<file path="src/rtl/qte_sqrt_cell.sv">
// One cell of the square root chain: settles one result bit per stage.
`default_nettype none

module qte_sqrt_cell #(
  parameter int F  = 28,
  parameter int B  = 27,
  parameter int SW = 8
) (
  input  logic          clk,
  input  logic          rst_n,
  input  logic          en,
  input  logic          valid_i,
  input  logic [2*F:0]  rem_i,
  input  logic [F:0]    root_i,
  input  logic [SW-1:0] side_i,
  output logic          valid_o,
  output logic [2*F:0]  rem_o,
  output logic [F:0]    root_o,
  output logic [SW-1:0] side_o
);

  logic [2*F:0]  trial;
  logic          take;
  logic          valid_r;
  logic [2*F:0]  rem_r, rem_nxt;
  logic [F:0]    root_r, root_nxt;
  logic [SW-1:0] side_r;

  // Try setting bit B: (r + 2^B)^2 - r^2 = r * 2^(B+1) + 2^(2B).
  always_comb begin
    trial    = ((2*F+1)'(root_i) << (B + 1)) | ((2*F+1)'(1) << (2 * B));
    take     = (rem_i >= trial);
    rem_nxt  = take ? (rem_i - trial) : rem_i;
    root_nxt = root_i | ((F+1)'(take) << B);
  end

  always_ff @(posedge clk) begin
    if (!rst_n) begin
      valid_r <= 1'b0;
    end else if (en) begin
      valid_r <= valid_i;
    end
  end

  always_ff @(posedge clk) begin
    if (en) begin
      rem_r  <= rem_nxt;
      root_r <= root_nxt;
      side_r <= side_i;
    end
  end

  assign valid_o = valid_r;
  assign rem_o   = rem_r;
  assign root_o  = root_r;
  assign side_o  = side_r;

endmodule

`default_nettype wire

</file>
<file path="config.mk">
export PLATFORM = sky130hd
export DESIGN_NAME = qte_sqrt_cell
export DESIGN_NICKNAME = d
export VERILOG_FILES = /design/src/rtl/qte_sqrt_cell.sv
export SDC_FILE = /design/constraint.sdc
export NUM_CORES = 1
export LEC_CHECK = 0
export BUFFER_PORTS_ARGS = -buffer_cell sky130_fd_sc_hd__buf_4
export CAP_MARGIN = 20
export CORE_ASPECT_RATIO = 1.4
export CORE_UTILIZATION = 35
export DETAILED_ROUTE_END_ITERATION = 12
export GPL_TIMING_DRIVEN = 0
export PLACE_DENSITY = 0.7
export SYNTH_ARGS = -nofsm -noshare
export SYNTH_HDL_FRONTEND = slang
export SYNTH_SLANG_ARGS = --single-unit
</file>
<file path="constraint.sdc">
create_clock -name clk -period 8.1 [get_ports clk]
set_clock_uncertainty 0.1 [all_clocks]
set_input_delay 1.62 -clock clk [delete_from_list [all_inputs] [get_ports clk]]
set_output_delay 1.62 -clock clk [all_outputs]
set_load 0.02 [all_outputs]
</file>
==> metrics.md <==
| Metric | Value |
|---|---|
| Vias per cell | about 5 |
| Cell variety after synth | 58 |
| Hold bufs inserted after CTS | 0 |
| Placed insts | ~800 |
| Critical Path Source | rem_i[28] |
| TritonCTS Buffers | 9 |
| Critical Path Fanout Max | 8 |
| Post-synthesis sequential area ratio | 57.34% |
| Area grow syn2layout | 40.41% |
| Die height | ~140 um |
| CTS tree | built |
| Ys async rst share | 0% |
| Required @ worst endpoint | 8.09 ns |
| Mapped Cells | 420 |
| Layout cells sized above 1 | 36.88% |
| Mapped Avg Cell Area | roughly 12 sq um |
| Setup repair after global routing missed its margin | no |
| RR Startpoint | valid_o$_SDFFE_PN0P_ |
| Final min period | ~4.4 ns |
| Post-CTS Resized | 0 |
| Overflow after GRT | 0 |
| Clk slew on worst S/H paths | 0.07 ns |
| Initial antenna violation count | 1 |
| GRT Total Usage | a little under a fifth |
| DP Worst Slack | between 3 and 4 ns |
| CTS H-tree depth | 3 |
| Fin Hold WS | about 0.42 ns |
| Worst path cell trace | buf_4, inv_1, ha_1, inv_1, fa_1, a21o_1, a311oi_1, o211ai_2, a31oi_4, o31ai_2, o21ai_0, xor2_1, o21ai_1 |
| Largest net degree at the start of global routing | between 90 and 100 |
| ANT nets after route | 0 |
| Post-CTS Setup Bufs | 0 |
| Clock Tree Buf Depth | 2 |
| Routed wire length | around 13 mm |
| Buffers added on ports | ~190 |
| Element type at the critical path end | register |
| HP Class | register to register |
| Most common cell after layout, fill and taps aside | buf_4 |
| I/O Pins | roughly 190 |
| Leakage | 3.079 nW |
| Dpl cell area | ~6600 sq um |
| Die width | 102.6 um |
| Period utilisation layout | between 50% and 60% |
| Worst R2R End | valid_o$_SDFFE_PN0P_ |
| Max incr delay on CP | around 0.48 ns |
| Most used cell, CP | inv_1 |
| Starting Density | 35.80% |
| DR pass1 iterations | 4 |
| Final Max Tran Viols | 0 |
| Die Area | ~15,000 sq um |
| Pwr dens | between 200 and 250 nW/um^2 |
| FP Rows | 51 |
| Critical path startpoint category | input pin |
| Root buffer cell | clkbuf_16 |
| Worst slew pin tran | 0.8244 ns |
| Max Clk Rate | between 200 and 250 MHz |
| Cell area after layout | ~7000 sq um |
| Routability cong. | roughly 0.84 |
| Setup TNS | 0 ns |
| CP max-delay cell | a311oi_1 |
| Critical Path AT | 4.44 ns |
| Setup WS post-layout | around 3.7 ns |
| Layout net count | about 750 |
| Finished Layout Cells | between 800 and 900 |
| Final setup fails | 0 |
| Status | finished clean |
| Drt first-iter violations | ~120 |
| Flops & latches, synth | 95 |
| Cell area after synthesis | approximately 5000 sq um |
| Vias in the first global route | roughly 4,100 |
| Slew HR | between 40% and 50% |
| Top_reg_cell synth | edfxtp_1 |
| Worst reg2reg path depth | 2 |
| Avg WL per Cell | between 15 and 20 um |
| Final Hold Viols | 0 |
| CP endpoint | rem_o[50]$_DFFE_PP_ |
| DP HPWL | ~10 mm |
| EDFF count, synth | 94 |
| Syn. warnings | 0 |
| Core Area | 13,850 sq um |
| Clk Latency, worst-skew pair | 0.34 ns |
| Drt drc | 0 |
| Clock sink count | 95 |
| Post-synth net total | 547 |
| Critical path class | input pin to register |
| First-pass GRT wire length | 20.09 mm |
| Worst vdd ir | 0.1028 mV |
| Flop-to-flop setup slack | 7.41 ns |
| Most frequent cells in the layout | buf_4 (192), edfxtp_1 (94), nand2_1 (46), inv_1 (32) |
| Max_cap viols | 0 |
| Vias | slightly above 4,000 |
==> logic make-up after synthesis <==
group | count (synthesis) | synth area share [%]
AOI/OAI and AO/OA | 114 | 15.55
and+or+nand+nor | 109 | 10.50
buffers and inverters | 44 | 3.786
xor gates and xnor gates | 24 | 4.240
DFF | 95 | 57.34
adders and majority gates | 29 | 7.471
muxes | 5 | 1.110
==> synth_stat cells (all sizes together) (4+ instances only) <==
cell	count	area, sq um
inv	32	120.1
buf	8	52.55
o21ai	40	203.9
nand3	8	40.04
edfxtp	94	2823
a31oi	5	46.29
ha	28	350.3
nand2	46	172.7
a21oi	23	122.6
xnor2	8	70.07
nand2b	5	31.28
nor4	9	56.30
nor2	17	63.81
xor2	16	140.1
mux2	4	45.04
nor3	4	20.02
clkbuf	4	15.01
and3	6	37.54
a21o	15	112.6
==> power breakdown <==
| part | total, mW | leakage, nW | switching [mW] | internal (mW) |
|---|---|---|---|---|
| clock network | 0.426 | 0.150 | 0.207 | 0.220 |
| logic | 0.362 | 2.00 | 0.205 | 0.157 |
| registers | 0.609 | 0.928 | 0.0129 | 0.596 |
==> routing by layer <==
metal  wire length, um  share of wire (%)  GRT usage (%)
met5                 0                  0              0
met1              5132                 39          19.94
met2              7112                 54          33.37
met3               593                4.5          2.301
met4               374                2.8          9.398
==> area by class of cell <==
type | count | area [sq um]
tap | 185 | 231.5
clock buffer | 9 | 225.2
multi-input combinational | 281 | 1927
inverter | 32 | 120.1
fill | 1250 | 6887
sequential | 95 | 2843
antenna | 1 | 2.502
timing repair buffer | 193 | 1469
clock inverter | 7 | 75.07
buffer | 12 | 67.56
==> critical path, delay by kind of cell <==
kind	cells	cell delay, ns
AO/OA/AOI/OAI	7	1.81
adder cells (fa/ha/maj)	2	0.58
XOR/XNOR	1	0.20
buffers and inverters	3	0.22
==> state kept, by name, summed over array words and instances, names as in the netlist <==
name,count
rem_o,57
root_o,29
side_o,8
valid_o,1
==> worst min-delay path by stage <==
stage | endpoint | slack [ns] | from | cells past startpoint
finish | valid_o$_SDFFE_PN0P_ | 0.42 | valid_o$_SDFFE_PN0P_ | 2
global route | valid_o$_SDFFE_PN0P_ | 0.45 | valid_o$_SDFFE_PN0P_ | 2
CTS | valid_o$_SDFFE_PN0P_ | 0.43 | valid_o$_SDFFE_PN0P_ | 2
detailed placement | valid_o$_SDFFE_PN0P_ | 0.42 | valid_o$_SDFFE_PN0P_ | 2
global placement | valid_o$_SDFFE_PN0P_ | 0.40 | valid_o$_SDFFE_PN0P_ | 2
floorplan | valid_o$_SDFFE_PN0P_ | 0.49 | valid_o$_SDFFE_PN0P_ | 2
==> stage by stage <==
step	power, mW	util, %
floorplan	0.8213	-
CTS	1.415	50.05
detailed placement	0.9833	47.88
finish	1.398	50.27
global route	1.462	50.25
global placement	0.9783	47.88
(Power assumes the default switching activity.)
